### config.mk
export PLATFORM = sky130hd
export DESIGN_NAME = fsbd_diffuse
export DESIGN_NICKNAME = d
export VERILOG_FILES = /design/src/design/fsbd_pkg.sv /design/src/design/fsbd_diffuse.sv
export SDC_FILE = /design/constraint.sdc
export NUM_CORES = 1
export LEC_CHECK = 0
export BUFFER_PORTS_ARGS = -buffer_cell sky130_fd_sc_hd__buf_4
export CORE_MARGIN = 2
export CORE_UTILIZATION = 40
export DETAILED_ROUTE_END_ITERATION = 10
export GPL_TIMING_DRIVEN = 0
export SYNTH_ARGS = -nofsm -noshare
export SYNTH_HDL_FRONTEND = slang
export SYNTH_SLANG_ARGS = --single-unit
export TNS_END_PERCENT = 10
### constraint.sdc
create_clock -name vclk -period 14.85
set_input_delay 0 -clock vclk [all_inputs]
set_output_delay 0 -clock vclk [all_outputs]
set_load 0.1 [all_outputs]
### src/design/fsbd_pkg.sv
// fsbd_pkg: shared constants, types and register codes of the binary dither unit
// no dependencies; imported by every module of the block
package fsbd_pkg;

  // image geometry
  localparam int MAX_COLS  = 1024;
  localparam int COL_W     = $clog2(MAX_COLS);
  localparam int WID_W     = COL_W + 1;

  // error arithmetic, errors held at 16x scale
  localparam int ERR_W     = 16;
  localparam int RES_W     = ERR_W - 4;
  localparam int WIDE_W    = ERR_W + 2;
  localparam int ERR_MAX   = (2 ** (ERR_W - 1)) - 1;
  localparam int ERR_MIN   = -(2 ** (ERR_W - 1));
  localparam int HALVE_LIM = 2048;
  localparam int THRESH    = 128;
  localparam int WHITE_LVL = 255;

  // pixel and configuration fields
  localparam int PIX_W      = 8;
  localparam int LW_W       = 11;
  localparam int CFG_IDX_W  = 1;
  localparam int CFG_DATA_W = 11;
  localparam logic [LW_W-1:0] LINE_WIDTH_RST = 11'd640;

  // luma weights in 0.16 fixed point
  localparam int LUMA_ACC_W = 24;
  localparam logic [15:0] LUMA_R = 16'd19595;
  localparam logic [15:0] LUMA_G = 16'd38470;
  localparam logic [15:0] LUMA_B = 16'd7471;
  localparam logic [LUMA_ACC_W-1:0] LUMA_RND = 24'd32768;

  // row store: two banks of one row each
  localparam int ST_ADDR_W = COL_W + 1;
  localparam int ST_DEPTH  = 2 * MAX_COLS;

  typedef enum logic [CFG_IDX_W-1:0] {
    CFG_COLOR_MODE = 1'b0,
    CFG_LINE_WIDTH = 1'b1
  } cfg_reg_e;

  typedef logic signed [ERR_W-1:0]  err_t;
  typedef logic signed [RES_W-1:0]  res_t;
  typedef logic signed [WIDE_W-1:0] wide_t;

  typedef struct packed {
    logic                 en;
    logic [ST_ADDR_W-1:0] addr;
    err_t                 data;
  } store_wr_t;

  typedef struct packed {
    logic is_white;
    res_t res;
    err_t wr_data;
    err_t acc_lo;
    err_t acc_hi;
  } dif_out_t;

endpackage

### src/design/fsbd_diffuse.sv
// fsbd_diffuse: one pixel of error diffusion, threshold and residual spreading
// depends on fsbd_pkg
module fsbd_diffuse (
  input  logic [fsbd_pkg::PIX_W-1:0] luma_i,
  input  fsbd_pkg::err_t             n_err_i,
  input  fsbd_pkg::res_t             res_prev_i,
  input  logic                       first_col_i,
  input  fsbd_pkg::err_t             acc_lo_i,
  input  fsbd_pkg::err_t             acc_hi_i,
  output fsbd_pkg::dif_out_t         dif_o
);
  import fsbd_pkg::*;

  function automatic err_t sat_err(input wide_t v);
    err_t r;
    if (v > wide_t'(ERR_MAX)) begin
      r = err_t'(ERR_MAX);
    end else if (v < wide_t'(ERR_MIN)) begin
      r = err_t'(ERR_MIN);
    end else begin
      r = err_t'(v);
    end
    return r;
  endfunction

  err_t  raw;
  err_t  rnd;
  err_t  e;
  err_t  e_div;
  wide_t sum;
  wide_t res_w;
  wide_t res7_prev;

  always_comb begin
    // error carried from the left neighbor within this row
    res7_prev = wide_t'(wide_t'(res_prev_i) * wide_t'(7));
    raw = first_col_i ? n_err_i : sat_err(wide_t'(n_err_i) + res7_prev);

    // halve large errors, toward zero
    rnd    = '0;
    rnd[0] = raw[ERR_W-1];
    if (raw > err_t'(HALVE_LIM) || raw < -err_t'(HALVE_LIM)) begin
      e = (raw + rnd) >>> 1;
    end else begin
      e = raw;
    end
    e_div = e >>> 4;

    sum   = wide_t'(luma_i) + wide_t'(e_div);
    dif_o.is_white = (sum >= wide_t'(THRESH));
    res_w = dif_o.is_white ? (sum - wide_t'(WHITE_LVL)) : sum;
    dif_o.res = res_t'(res_w);

    // weights 3 below left (final), 5 below, 1 below right
    dif_o.wr_data = sat_err(wide_t'(acc_lo_i) + wide_t'(res_w * wide_t'(3)));
    dif_o.acc_lo  = sat_err((first_col_i ? wide_t'(0) : wide_t'(acc_hi_i))
                            + wide_t'(res_w * wide_t'(5)));
    dif_o.acc_hi  = sat_err(res_w);
  end

endmodule

After elaboration in Yosys (flattened, before gate mapping)

Cells that the tools add are included.

Reduce and logical (&&, ||, !) cells: 1
Order comparisons: 11
Multiplexer cells: 12
Multipliers: 3
$add $sub $neg: 6

Operators with widths:

| operator              | number |
|---|---|
| $mux 16               | 10 |
| $gt 18x16->1 const B  | 3 |
| $lt 18x16->1 const B  | 3 |
| $mux 18               | 2 |
| $add 16x18->18        | 1 |
| $add 18x18->18        | 1 |
| $mul 18x3->18 const B | 1 |
| $mul 18x4->18 const B | 1 |
| $add 16x16->17        | 1 |
| $gt 17x16->1 const B  | 1 |
| $lt 17x16->1 const B  | 1 |
| $add 16x2->16         | 1 |
| $gt 16x13->1 const B  | 1 |
| $lt 16x12->1 const B  | 1 |
| $mul 12x4->16 const B | 1 |
| $sub 13x9->14 const B | 1 |
| $add 9x12->13         | 1 |
| $ge 13x9->1 const B   | 1 |
| $logic_or 1x1->1      | 1 |

Word-level logic and storage cells: 33
Bits in registers: 0
Output and inout bits: 61
Bits of input ports: 69

Depth between registers and ports, before layout

Depth after elaboration: 17
Gate-level depth with buffers: 56
Depth with buffers taken out: 50

Worst setup path after synthesis

No wires, ideal clock.

Kind: input -> output
Start point: input res_prev_i[3]
End point: output dif_o[32] in the netlist's numbering
Buffers on the path: 5
Stages on the path: 49
Path slack: -0.763 ns
Required time: 14.850 ns
Data arrival time: 15.613 ns
Cells stage by stage: ha_1 fa_1 inv_1 fa_1 inv_1 ha_1 a21o_1 a221oi_2 o21bai_2 a311oi_2 buf_2 a311oi_1 o31ai_1 nand4_1 nor4_1 a21o_1 clkbuf_1 a21oi_1 [... 13 more ...] o21ai_0 ha_1 fa_1 inv_1 fa_1 nor2b_1 o21ai_0 a21boi_0 o21ai_0 a21boi_0 o21ai_0 a21oi_1 o41ai_1 o211a_1 xnor2_1 clkbuf_1 nor2_1 o32ai_1

RTL lines:

| element         | RTL line           | source |
|---|---|---|
| start, declared | fsbd_diffuse.sv:6  | `input fsbd_pkg::res_t res_prev_i,` |
| end, declared   | fsbd_diffuse.sv:10 | `output fsbd_pkg::dif_out_t dif_o` |

==> flow_summary.ini <==
[global_routing]
grt_usage = 0.1935
grt_pass1_vias = 6086
grt_antenna_before_repair = 0
grt_first_pass_wirelength_um = 29490
grt_max_degree = 11
grt_overflow_total = 0

[clock_network]
post_cts_buffers = 0
cts_hold_buf = 0
cts_resized = 0

[critical_path]
cp_top_family = compound AO/OA/AOI/OAI gates
cp_common_cell = a21oi_1
crit_required_ns = 14.85
cp-end-kind = primary output
critical_path_buf_inv_count = 10
cp_slowest_stage_delay_ns = 0.84
slowest_stage = o31ai_1
crit_fanout = 10
arrival_ns = 13.54
start_kind = input pin
setup.worst_path.class = input pin to primary output

[sta]
rsz0062_at_grt = no
slew_headroom = 0.3362
fin_setup_tns_ns = 0
finalMaxSlewViolations = 0
max_freq_mhz = 73.85
min_period_ns = 13.54
setup_viol_count_final = 0
final_hold_viol_count = 0
timing.final.crit_share = 0.9119
tightestPinTransition_ns = 0.9873

[hold_path]
hp-class = input pin to primary output

[floorplanning]
num_rows = 47
core-area_mm2 = 0.01664
die_h_um = 134.7
dieArea_mm2 = 0.01814
num_io_pins = 130
start_util = 0.4104
die_w_um = 134.7

[final_layout]
nets = 1325
layout.sequential_cells = 0
diodes = 0
area_growth_pct = 19.00
drive_above_1_share = 0.1758
final_cell_mix = inv_1, buf_4, ha_1, nand2_1, a21oi_1
nClkBuffers = 0
regArea_um2 = 0
mostFrequentLayoutCell = inv_1
fill_cells = 1751

[yosys]
synth_area_mm2 = 0.006830
yosys_warnings = 0
syn_nets = 1194
synth_cells = 969
syn_area_per_cell_um2 = 7.049
ys_seq_area_frac = 0
ys_types = 74

[routing]
postRouteAntennaNets = 0
drtPass1Iterations = 5
vias = 6741
avgRoutedWirePerCell_um = 13.54
via_per_inst = 5.115
drcViolationCount = 0
drt_iter0_markers = 307
totalWireLength_um = 17850

[placed_design]
gp_congestion = 0.8177
hpwl_um = 15570
portBuffers = 129

[flow_run]
drv_cap = 0

[status]
status = complete, no violations
[per-stage QoR]
step / hold WS [ns] / worst slack (ns) / instances / cell area (µm²) / util
floorplan: 0.7023 / 0.01563 / 969 / 6830 / -
global placement: 0.6558 / 0.8589 / 1318 / 8074 / 0.4852
detailed placement: 0.6617 / 0.8550 / 1318 / 8074 / 0.4852
CTS: 0.6638 / 0.8114 / 1318 / 8074 / 0.4852
global route: 0.6942 / 0.03413 / 1318 / 8128 / 0.4884
finish: 0.6598 / 1.309 / 1318 / 8128 / 0.4884
[kinds of logic after synthesis]
kind of cell | Yosys count | share of synthesized area
AO/OA/AOI/OAI | 260 | 0.2594
AND/OR/NAND/NOR | 249 | 0.1689
buffers and inverters | 229 | 0.1365
adder cells (fa/ha/maj) | 156 | 0.3363
XOR/XNOR | 66 | 0.08463
multiplexers | 9 | 0.01429
[Yosys cell counts (5+ instances only)]
cell	instances	share of area
nor2b_1	14	0.013
a21o_1	31	0.034
nand4_1	6	0.0055
a21boi_0	7	0.0077
o21a_1	5	0.0055
o21bai_1	5	0.0055
fa_1	46	0.13
o21ai_1	8	0.0059
a31oi_1	5	0.0046
nor2_1	73	0.040
a21oi_1	82	0.060
a311oi_1	8	0.010
or2_2	8	0.0073
ha_1	110	0.20
xor2_1	22	0.028
a211oi_1	5	0.0055
buf_4	16	0.018
nand3_1	12	0.0088
o21ai_0	37	0.027
o211ai_1	8	0.0088
inv_1	185	0.10
o31ai_1	12	0.013
and3_1	5	0.0046
xnor2_1	44	0.056
nor3_1	21	0.015
nand2_1	84	0.046
mux2i_1	5	0.0073
clkbuf_1	20	0.011
nand2b_1	7	0.0064
[metal layers]
layer,vias to the layer above,GRT usage,routed length [µm]
met1,3062,0.3024,9473
met5,-,0,0
met3,2,0.004505,663
met4,0,0.002339,24
met2,152,0.3139,7689
li1,3525,-,-
[final cells by class]
type / instances / area [µm²] / area share
buffer: 43 / 234.0 / 0.02879
multi-input combinational: 740 / 5952 / 0.7323
inverter: 186 / 698.2 / 0.08590
timing repair buffer: 129 / 968.4 / 0.1192
tap: 220 / 275.3 / 0.03387
[worst paths after layout]
path / from / endpoint / slack, ns / cells past startpoint
max: res_prev_i[3] / dif_o[46] / 1.31 / 54
min: acc_lo_i[0] / dif_o[32] / 0.66 / 5
Power is not shown: default switching activity piles up to over one toggle a cycle in this logic, so the estimate is an artifact.
