$ cat config.mk
export PLATFORM = sky130hd
export DESIGN_NAME = fsbd_luma
export DESIGN_NICKNAME = d
export VERILOG_FILES = /design/src/design/fsbd_pkg.sv /design/src/design/fsbd_luma.sv
export SDC_FILE = /design/constraint.sdc
export NUM_CORES = 1
export LEC_CHECK = 0
export BUFFER_PORTS_ARGS = -buffer_cell sky130_fd_sc_hd__buf_2
export CAP_MARGIN = 10
export CORE_MARGIN = 3
export CORE_UTILIZATION = 45
export DETAILED_ROUTE_END_ITERATION = 16
export GPL_ROUTABILITY_DRIVEN = 0
export SLEW_MARGIN = 20
export SYNTH_ARGS = -nofsm -noshare
export SYNTH_HDL_FRONTEND = slang
export SYNTH_SLANG_ARGS = --single-unit
$ cat constraint.sdc
create_clock -name vclk -period 19.55
set_input_delay 3.91 -clock vclk [all_inputs]
set_output_delay 3.91 -clock vclk [all_outputs]
set_load 0.02 [all_outputs]
$ cat src/design/fsbd_pkg.sv
// fsbd_pkg: shared constants, types and register codes of the binary dither unit
// no dependencies; imported by every module of the block
package fsbd_pkg;

  // image geometry
  localparam int MAX_COLS  = 1024;
  localparam int COL_W     = $clog2(MAX_COLS);
  localparam int WID_W     = COL_W + 1;

  // error arithmetic, errors held at 16x scale
  localparam int ERR_W     = 16;
  localparam int RES_W     = ERR_W - 4;
  localparam int WIDE_W    = ERR_W + 2;
  localparam int ERR_MAX   = (2 ** (ERR_W - 1)) - 1;
  localparam int ERR_MIN   = -(2 ** (ERR_W - 1));
  localparam int HALVE_LIM = 2048;
  localparam int THRESH    = 128;
  localparam int WHITE_LVL = 255;

  // pixel and configuration fields
  localparam int PIX_W      = 8;
  localparam int LW_W       = 11;
  localparam int CFG_IDX_W  = 1;
  localparam int CFG_DATA_W = 11;
  localparam logic [LW_W-1:0] LINE_WIDTH_RST = 11'd640;

  // luma weights in 0.16 fixed point
  localparam int LUMA_ACC_W = 24;
  localparam logic [15:0] LUMA_R = 16'd19595;
  localparam logic [15:0] LUMA_G = 16'd38470;
  localparam logic [15:0] LUMA_B = 16'd7471;
  localparam logic [LUMA_ACC_W-1:0] LUMA_RND = 24'd32768;

  // row store: two banks of one row each
  localparam int ST_ADDR_W = COL_W + 1;
  localparam int ST_DEPTH  = 2 * MAX_COLS;

  typedef enum logic [CFG_IDX_W-1:0] {
    CFG_COLOR_MODE = 1'b0,
    CFG_LINE_WIDTH = 1'b1
  } cfg_reg_e;

  typedef logic signed [ERR_W-1:0]  err_t;
  typedef logic signed [RES_W-1:0]  res_t;
  typedef logic signed [WIDE_W-1:0] wide_t;

  typedef struct packed {
    logic                 en;
    logic [ST_ADDR_W-1:0] addr;
    err_t                 data;
  } store_wr_t;

  typedef struct packed {
    logic is_white;
    res_t res;
    err_t wr_data;
    err_t acc_lo;
    err_t acc_hi;
  } dif_out_t;

endpackage

$ cat src/design/fsbd_luma.sv
// fsbd_luma: picks the gray byte or converts red, green, blue to 8-bit luma
// depends on fsbd_pkg
module fsbd_luma (
  input  logic                     color_mode_i,
  input  logic [fsbd_pkg::PIX_W-1:0] gray_i,
  input  logic [fsbd_pkg::PIX_W-1:0] red_i,
  input  logic [fsbd_pkg::PIX_W-1:0] green_i,
  input  logic [fsbd_pkg::PIX_W-1:0] blue_i,
  output logic [fsbd_pkg::PIX_W-1:0] luma_o
);
  import fsbd_pkg::*;

  logic [LUMA_ACC_W-1:0] acc;

  always_comb begin
    acc = LUMA_ACC_W'(red_i) * LUMA_ACC_W'(LUMA_R)
        + LUMA_ACC_W'(green_i) * LUMA_ACC_W'(LUMA_G)
        + LUMA_ACC_W'(blue_i) * LUMA_ACC_W'(LUMA_B)
        + LUMA_RND;
    luma_o = color_mode_i ? acc[LUMA_ACC_W-1 -: PIX_W] : gray_i;
  end

endmodule

After elaboration in Yosys (flattened, before gate mapping)
Index checks and enable logic that the tools add are counted.

word-level totals
  logic and storage cells = 7
  flip-flop bits (word level) = 0
  ROM bits = 0
  input port bits = 33
  output and inout bits = 8
  bits in latches = 0
  memories kept = 0
  bits in writable memories = 0

cells by class
  reductions and logical operators = 0
  bitwise operators = 0
  shift-type cells = 0
  $add $sub $neg = 3
  $lt $le $gt $ge = 0
  mux-type cells = 1
  equality and inequality tests = 0
  div/mod/pow operators = 0
  multipliers = 3

operators with widths
  kind                    count
  $mul 8x15->23 const B   2
  $add 23x24->24          1
  $add 24x16->24 const B  1
  $add 24x21->24          1
  $mul 8x13->21 const B   1
  $mux 8                  1

Depth between registers and ports, before layout
Gate-level depths: netlist (run 1).

  word-level depth = 5
  depth in mapped cells = 28
  gate-level depth less buffers = 28

Worst setup path after synthesis (run 1)
OpenSTA, ideal clock, no wires.

  path kind = input to output
  start = input port green_i[5] (netlist bit)
  end = output port luma_o[7] (netlist bit)
  buffers on the path = 0
  arrival time = 10,155 ps
  required time = 15,640 ps
  cell stages on the path = 27
  path slack = 5,485 ps
  cells stage by stage = ha_1 -> inv_1 -> fa_1 -> fa_1 -> inv_1 -> ha_1 -> and3b_1 -> o21a_2 -> o21ai_2 -> a21o_1 -> nand2_1 -> xor2_1 -> ha_1 -> ha_1 -> fa_1 -> inv_1 -> fa_1 -> fa_1 -> inv_1 -> ha_1 -> nand3_1 -> nor2_1 -> o311ai_4 -> a2111oi_0 -> a21oi_1 -> xnor2_1 -> mux2_2

on the way
  longest elaborated chain between the ends = 5

RTL lines
  element          line             RTL
  start, declared  fsbd_luma.sv:7   input logic [fsbd_pkg::PIX_W-1:0] green_i,
  $mul 8x15->23    fsbd_luma.sv:17  + LUMA_ACC_W'(green_i) * LUMA_ACC_W'(LUMA_G)
  $add 23x24->24   fsbd_luma.sv:17
  $add 24x21->24   fsbd_luma.sv:18  + LUMA_ACC_W'(blue_i) * LUMA_ACC_W'(LUMA_B)
  $add 24x16->24   fsbd_luma.sv:19  + LUMA_RND;
  $mux 8           fsbd_luma.sv:20  luma_o = color_mode_i ? acc[LUMA_ACC_W-1 -: PIX_W] : gray_i;
  end, declared    fsbd_luma.sv:9   output logic [fsbd_pkg::PIX_W-1:0] luma_o

Every way passes these cells.

Worst setup path after layout (run 1)
  start = input port green_i[6] (netlist bit)
  end = output port luma_o[4] (netlist bit)

Same word-level chain as after synthesis.

==> results of run 1 <==
==> metrics by stage <==
step	cells	utilization	setup slack [ns]	hold slack [ns]	cell area, sq um
floorplan	674	-	5.48	7.98	6440
global placement	893	0.493	4.98	8.16	6860
detailed placement	893	0.493	4.84	8.16	6860
CTS	893	0.493	4.81	8.17	6860
global route	893	0.493	4.45	8.18	6860
finish	893	0.493	4.83	8.16	6860
==> cell families after synthesis <==
kind of cell / share of synthesized area
multiplexers: 0.0126
AND/OR/NAND/NOR: 0.0612
buffers and inverters: 0.119
XOR/XNOR: 0.0272
AO/OA/AOI/OAI: 0.0909
adder cells (fa/ha/maj): 0.689
==> final timing paths <==
path,endpoint,slack [ns],startpoint
worst min-delay path,luma_o[7],8.16,gray_i[7]
worst max-delay path,luma_o[4],4.83,green_i[6]
==> tightest hold or removal path, cell delays in order <==
cell and delay, ns:
buf_2 0.07, mux2_2 0.12, buf_2 0.15
==> Yosys cell counts (3+ instances only) <==
cell type,number,area (sq um)
nand2b_1,3,18.8
xor2_1,5,43.8
ha_1,164,2050
mux2_2,5,56.3
nor2b_1,3,18.8
nor2_1,15,56.3
xnor2_1,15,131
a21oi_2,3,26.3
nand4_1,4,25.0
nor3_1,4,20.0
fa_1,119,2380
a21oi_1,28,140
a21o_1,14,105
nand3_1,7,35.0
nand2_1,28,105
a31oi_1,5,31.3
inv_1,203,762
o21ai_0,7,35.0
==> layer usage <==
metal,routed length [um],share of wire,global-route usage
met5,0,0,0
met4,172,0.013,0.0236
met3,482,0.035,0.00806
met2,6780,0.50,0.326
met1,6260,0.46,0.261
==> layout by cell type, fill, tap and decap left out, drive strengths merged, types with 4 or more instances in the layout <==
| cell | count |
|---|---|
| ha | 164 |
| nor3 | 4 |
| a21o | 14 |
| nor2 | 15 |
| nand3 | 7 |
| xor2 | 5 |
| o21ai | 8 |
| fa | 119 |
| buf | 41 |
| a21oi | 31 |
| mux2 | 6 |
| a31oi | 6 |
| nand2 | 28 |
| nand4 | 4 |
| inv | 203 |
| xnor2 | 15 |
==> area by class of cell <==
class	instances	area, sq um	share of cell area
Tap cell	180	225	0.0328
Multi-Input combinational cell	469	5670	0.826
Inverter	203	762	0.111
Timing Repair Buffer	41	205	0.0299
==> reports/qor.yml, run 1 <==
floorplan:
  coreArea_sq_mm: 0.0139
  die_w_um: 126
  dieArea_sq_mm: 0.0158
  num_rows: 43
  die_h_um: 126
  pin_count: 41
  start_util: 0.462
drt:
  dr.pass1.iters: 4
  post-route-drc-count: 0
  wire_per_inst_um: 15.3
  num_vias: 4467
  routed_wl_mm: 13.7
  vias_per_cell: 5.00
  first_iter_violations: 116
  antenna_left: 0
layout:
  drive_gt1_frac: 0.0884
  n_antenna_cell: 0
  final-seq-area_sq_um: 0
  area_growth_syn_to_layout_pct: 6.57
  seq_cell_count: 0
  fin_nets: 1031
  n_fill_cell: 1315
  clkbuf_count: 0
global_routing:
  grt_pass1_wl_mm: 24.2
  overflow: 0
  grt_use_total: 0.185
  antenna_found_initial: 0
  grt_max_degree: 12
  grt_pass1_vias: 5020
worst_setup_path:
  crit_type: "primary input to output pin"
  crit_path_max_incr_delay_ns: 0.54
  worstPathRequired_ns: 15.64
  cp_top_family: "adder cells"
  crit_path_top_delay_cell: "fa_1"
  startpoint_type: "primary input"
  endpoint_kind: "output pin"
  path_depth: 29
  path_max_fanout: 7
  critPathArrivalTime_ns: 10.81
  cp_num_buf_inv: 6
timing:
  setup_violations: 0
  hold_viol: 0
  max_slew_margin: 0.689
  worst_pin_slew_ns: 0.462
  finalSetupTns_ns: 0
  rsz0062_at_grt: "false"
  max_freq_ghz: 0.0679
  period_needed_ns: 14.72
  slew_violations: 0
  period_share: 0.753
clocking:
  post_cts_buffers: 0
  cts_hold_buffers: 0
  cts_resized: 0
logic_synthesis:
  netlist_area_sq_mm: 0.00644
  syn_nets: 990
  syn-instance-count: 674
  synth_warnings: 0
  syn_area_per_cell_sq_um: 9.55
  ys_seq_area_frac: 0
  ys_types: 52
status:
  outcome: "finished clean"
flow_run:
  maxCapViolCount: 0
min_path:
  worstHoldPathType: "primary input to output pin"
  whs_path_depth: 3
placed_design:
  port_buffers: 41
  post-dp-hpwl_mm: 12.9
Power of run 1 is not shown: default switching activity piles up to over one toggle a cycle in this logic, so the estimate is an artifact.
==> run 2, diff against run 1 <==
==> constraint.sdc (replaced) <==
create_clock -name vclk -period 14.15
set_input_delay 2.83 -clock vclk [all_inputs]
set_output_delay 2.83 -clock vclk [all_outputs]
set_load 0.02 [all_outputs]
==> run 2 against run 1 <==
  * Die area unchanged
  * Core utilization unchanged
  * Wire length increased by 0.32%
  * Highest routed layer unchanged
==> reports/qor.yml, run 2 (synthesis results as in run 1) <==
timing:
  period_share: 0.885
  hold_viol: 0  # unchanged
  max_slew_margin: 0.692  # +0.00298
  layout_setup_ws_ns: 1.63  # -3.20 ns
  rsz0062_at_grt: "false"
  slew_violations: 0  # unchanged
  max_freq_ghz: 0.0798
  finalSetupTns_ns: 0  # unchanged
  period_needed_ns: 12.52
  worst_pin_slew_ns: 0.457  # -0.00442 ns
  setup_violations: 0  # unchanged
clocking:
  cts_resized: 0  # unchanged
  cts_hold_buffers: 0  # unchanged
  post_cts_buffers: 0  # unchanged
layout:
  fin_nets: 1031  # unchanged
  n_fill_cell: 1314  # -0.076%
  seq_cell_count: 0  # unchanged
  mostFrequentLayoutCell: "inv_1"
  n_antenna_cell: 0  # unchanged
  area_growth_syn_to_layout_pct: 6.57  # unchanged
  final-seq-area_sq_um: 0  # unchanged
  clkbuf_count: 0  # unchanged
  drive_gt1_frac: 0.0884  # unchanged
  final_cell_mix: "203 x inv_1, 164 x ha_1, 119 x fa_1"
worst_setup_path:
  cp-startpoint: "green_i[5]"
  crit_path_top_delay_cell: "fa_1"
  crit_type: "primary input to output pin"
  crit_path_max_incr_delay_ns: 0.54  # about the same
  endpoint_kind: "output pin"
  startpoint_type: "primary input"
  cp_top_family: "adder cells"
  worstPathRequired_ns: 11.32  # -4.32 ns
  critPathArrivalTime_ns: 9.69  # -1.12 ns
  cp_num_buf_inv: 6  # unchanged
  path_max_fanout: 6  # -1
floorplan:
  start_util: 0.462  # unchanged
  num_rows: 43  # unchanged
  die_h_um: 126  # unchanged
  pin_count: 41  # unchanged
  die_w_um: 126  # unchanged
  dieArea_sq_mm: 0.0158  # unchanged
  coreArea_sq_mm: 0.0139  # unchanged
drt:
  routed_wl_mm: 13.7  # +0.32%
  vias_per_cell: 5.03  # +0.60%
  post-route-drc-count: 0  # unchanged
  dr.pass1.iters: 4  # unchanged
  wire_per_inst_um: 15.4  # +0.32%
  antenna_left: 0  # unchanged
  first_iter_violations: 146  # +26%
  num_vias: 4494  # +0.60%
global_routing:
  grt_pass1_wl_mm: 24.2  # about the same
  overflow: 0  # unchanged
  antenna_found_initial: 0  # unchanged
  grt_max_degree: 12  # unchanged
  grt_use_total: 0.186  # +0.000737
  grt_pass1_vias: 4976  # -0.88%
min_path:
  worstHoldPathType: "primary input to output pin"
  hp-start: "gray_i[6]"
placed_design:
  port_buffers: 41  # unchanged
  place_ws_ns: 1.61  # -3.23 ns
  post-dp-hpwl_mm: 12.9  # about the same
flow_run:
  maxCapViolCount: 0  # unchanged
status:
  outcome: "finished clean"
[run 2: cell counts in the layout (fill, tap and decap cells not counted)]
Identical to the previous run, type by type.
[run 2: metrics by stage]
step                hold WS (ns)  area (sq um)  utilization  cells
global route                6.01          6860        0.493    893
floorplan                   5.82          6440            -    674
detailed placement          6.01          6860        0.493    893
CTS                         6.01          6860        0.493    893
global placement            6.00          6860        0.493    893
finish                      6.00          6860        0.493    893
[run 2: cell type report]
class,count,area (sq um),area share
inverter,203,762,0.111
timing repair buffer,41,205,0.0299
multi-input combinational,469,5670,0.826
tap,180,225,0.0328
[run 2: layer usage]
layer / up-vias / part of all wire / track usage
met5: - / 0 / 0
met4: 0 / 0.020 / 0.0293
met3: 14 / 0.022 / 0.00297
met2: 75 / 0.49 / 0.325
met1: 2183 / 0.47 / 0.265
li1: 2222 / - / -
[run 2: worst paths after layout]
kind | end | slack (ns) | cells past startpoint
setup / recovery | luma_o[4] | 1.63 | 29
hold / removal | luma_o[6] | 6.00 | 3
Power of run 2 is left out for the same reason.
==> run 3, diff against run 2 <==
==> constraint.sdc (replaced) <==
create_clock -name vclk -period 15.9
set_input_delay 3.18 -clock vclk [all_inputs]
set_output_delay 3.18 -clock vclk [all_outputs]
set_load 0.02 [all_outputs]
==> run 3 against run 2 <==
  * Critical path depth unchanged
  * Via count shrank 0.80%
  * First-iteration DRC count up 27%
  * Global-route usage is 0.065 points higher
  * Core utilization stayed put
  * Final area stayed put
  * Flip-flop and latch count unchanged
  * Count of clock-buffer cells in the layout unchanged
  * Largest cell class unchanged
==> reports/qor.yml, run 3 (synthesis results as in run 1) <==
global_routing:
  grt_max_degree: 12  # unchanged
  grt_pass1_vias: 4964  # -0.24%
  grt_use_total: 0.186  # +0.000654
  antenna_found_initial: 0  # unchanged
  grt_pass1_wl_mm: 24.3  # +0.14%
  overflow: 0  # unchanged
drt:
  vias_per_cell: 4.99  # -0.80%
  num_vias: 4458  # -0.80%
  wire_per_inst_um: 15.4  # about the same
  antenna_left: 0  # unchanged
  first_iter_violations: 186  # +27%
  post-route-drc-count: 0  # unchanged
  routed_wl_mm: 13.7  # about the same
  dr.pass1.iters: 4  # unchanged
worst_setup_path:
  crit_path_max_incr_delay_ns: 0.54  # about the same
  critPathArrivalTime_ns: 10.06  # +0.37 ns
  path_max_fanout: 7  # +1
  crit_type: "primary input to output pin"
  worstPathRequired_ns: 12.72  # +1.40 ns
  endpoint_kind: "output pin"
  crit_path_top_delay_cell: "fa_1"
  startpoint_type: "primary input"
timing:
  rsz0062_at_grt: "false"
  finalSetupTns_ns: 0  # unchanged
  hold_viol: 0  # unchanged
  max_slew_margin: 0.668  # -0.0236
  max_freq_ghz: 0.0755
  slew_violations: 0  # unchanged
  period_share: 0.833
  period_needed_ns: 13.24
  worst_pin_slew_ns: 0.495  # +0.0380 ns
  setup_violations: 0  # unchanged
placed_design:
  dpl.cell_count: 893  # unchanged
  post-dp-hpwl_mm: 12.8  # -0.36%
  port_buffers: 41  # unchanged
floorplan:
  pin_count: 41  # unchanged
  start_util: 0.462  # unchanged
  die_h_um: 126  # unchanged
  dieArea_sq_mm: 0.0158  # unchanged
  num_rows: 43  # unchanged
  die_w_um: 126  # unchanged
  coreArea_sq_mm: 0.0139  # unchanged
layout:
  mostFrequentLayoutCell: "inv_1"
  area_growth_syn_to_layout_pct: 6.57  # unchanged
  multi_input_area_sq_mm: 0.00567  # unchanged
  drive_gt1_frac: 0.0884  # unchanged
  final_cell_count_no_fill: 893  # unchanged
  n_fill_cell: 1298  # -1.2%
  final_cell_mix: "203 x inv_1, 164 x ha_1, 119 x fa_1"
  n_antenna_cell: 0  # unchanged
  final-seq-area_sq_um: 0  # unchanged
  clkbuf_count: 0  # unchanged
  seq_cell_count: 0  # unchanged
  fin_nets: 1031  # unchanged
status:
  outcome: "finished clean"
clocking:
  post_cts_buffers: 0  # unchanged
  cts_hold_buffers: 0  # unchanged
  cts_resized: 0  # unchanged
min_path:
  worstHoldPathType: "primary input to output pin"
flow_run:
  maxCapViolCount: 0  # unchanged
run 3: cell counts in the layout (fill, tap and decap cells not counted):
No cell type changed its count.
run 3: worst max-delay path: cells and delay by family:
kind                       cells  cell delay, ns
muxes                          1            0.26
buffers and inverters          6            0.51
adders and majority gates     10            3.99
xor gates and xnor gates       2            0.23
AOI/OAI and AO/OA              5            1.09
and+or+nand+nor                5            0.80
run 3: area by class of cell:
type / count / share of cell area
inverter: 203 / 0.111
timing repair buffer: 41 / 0.0299
tap: 180 / 0.0328
multi-input combinational: 469 / 0.826
run 3: worst paths after layout:
check | from | end | slack [ns] | depth (start not counted)
max | green_i[6] | luma_o[4] | 2.66 | 29
min | gray_i[4] | luma_o[4] | 6.70 | 3
run 3: layer usage:
metal	up-vias	part of all wire	GRT usage
li1	2220	-	-
met1	2165	0.48	0.265
met2	61	0.48	0.328
met3	12	0.013	0.00297
met4	0	0.021	0.0293
met5	-	0	0
run 3: per-stage QoR:
stage	area [sq um]	util	setup slack [ns]	hold WS, ns
2_1_floorplan	6440	-	3.29	6.52
3_3_place_gp	6860	0.493	2.79	6.70
3_5_place_dp	6860	0.493	2.65	6.71
4_1_cts	6860	0.493	2.63	6.71
5_1_grt	6860	0.493	2.28	6.72
6_report	6860	0.493	2.66	6.70
Power of run 3 is left out for the same reason.
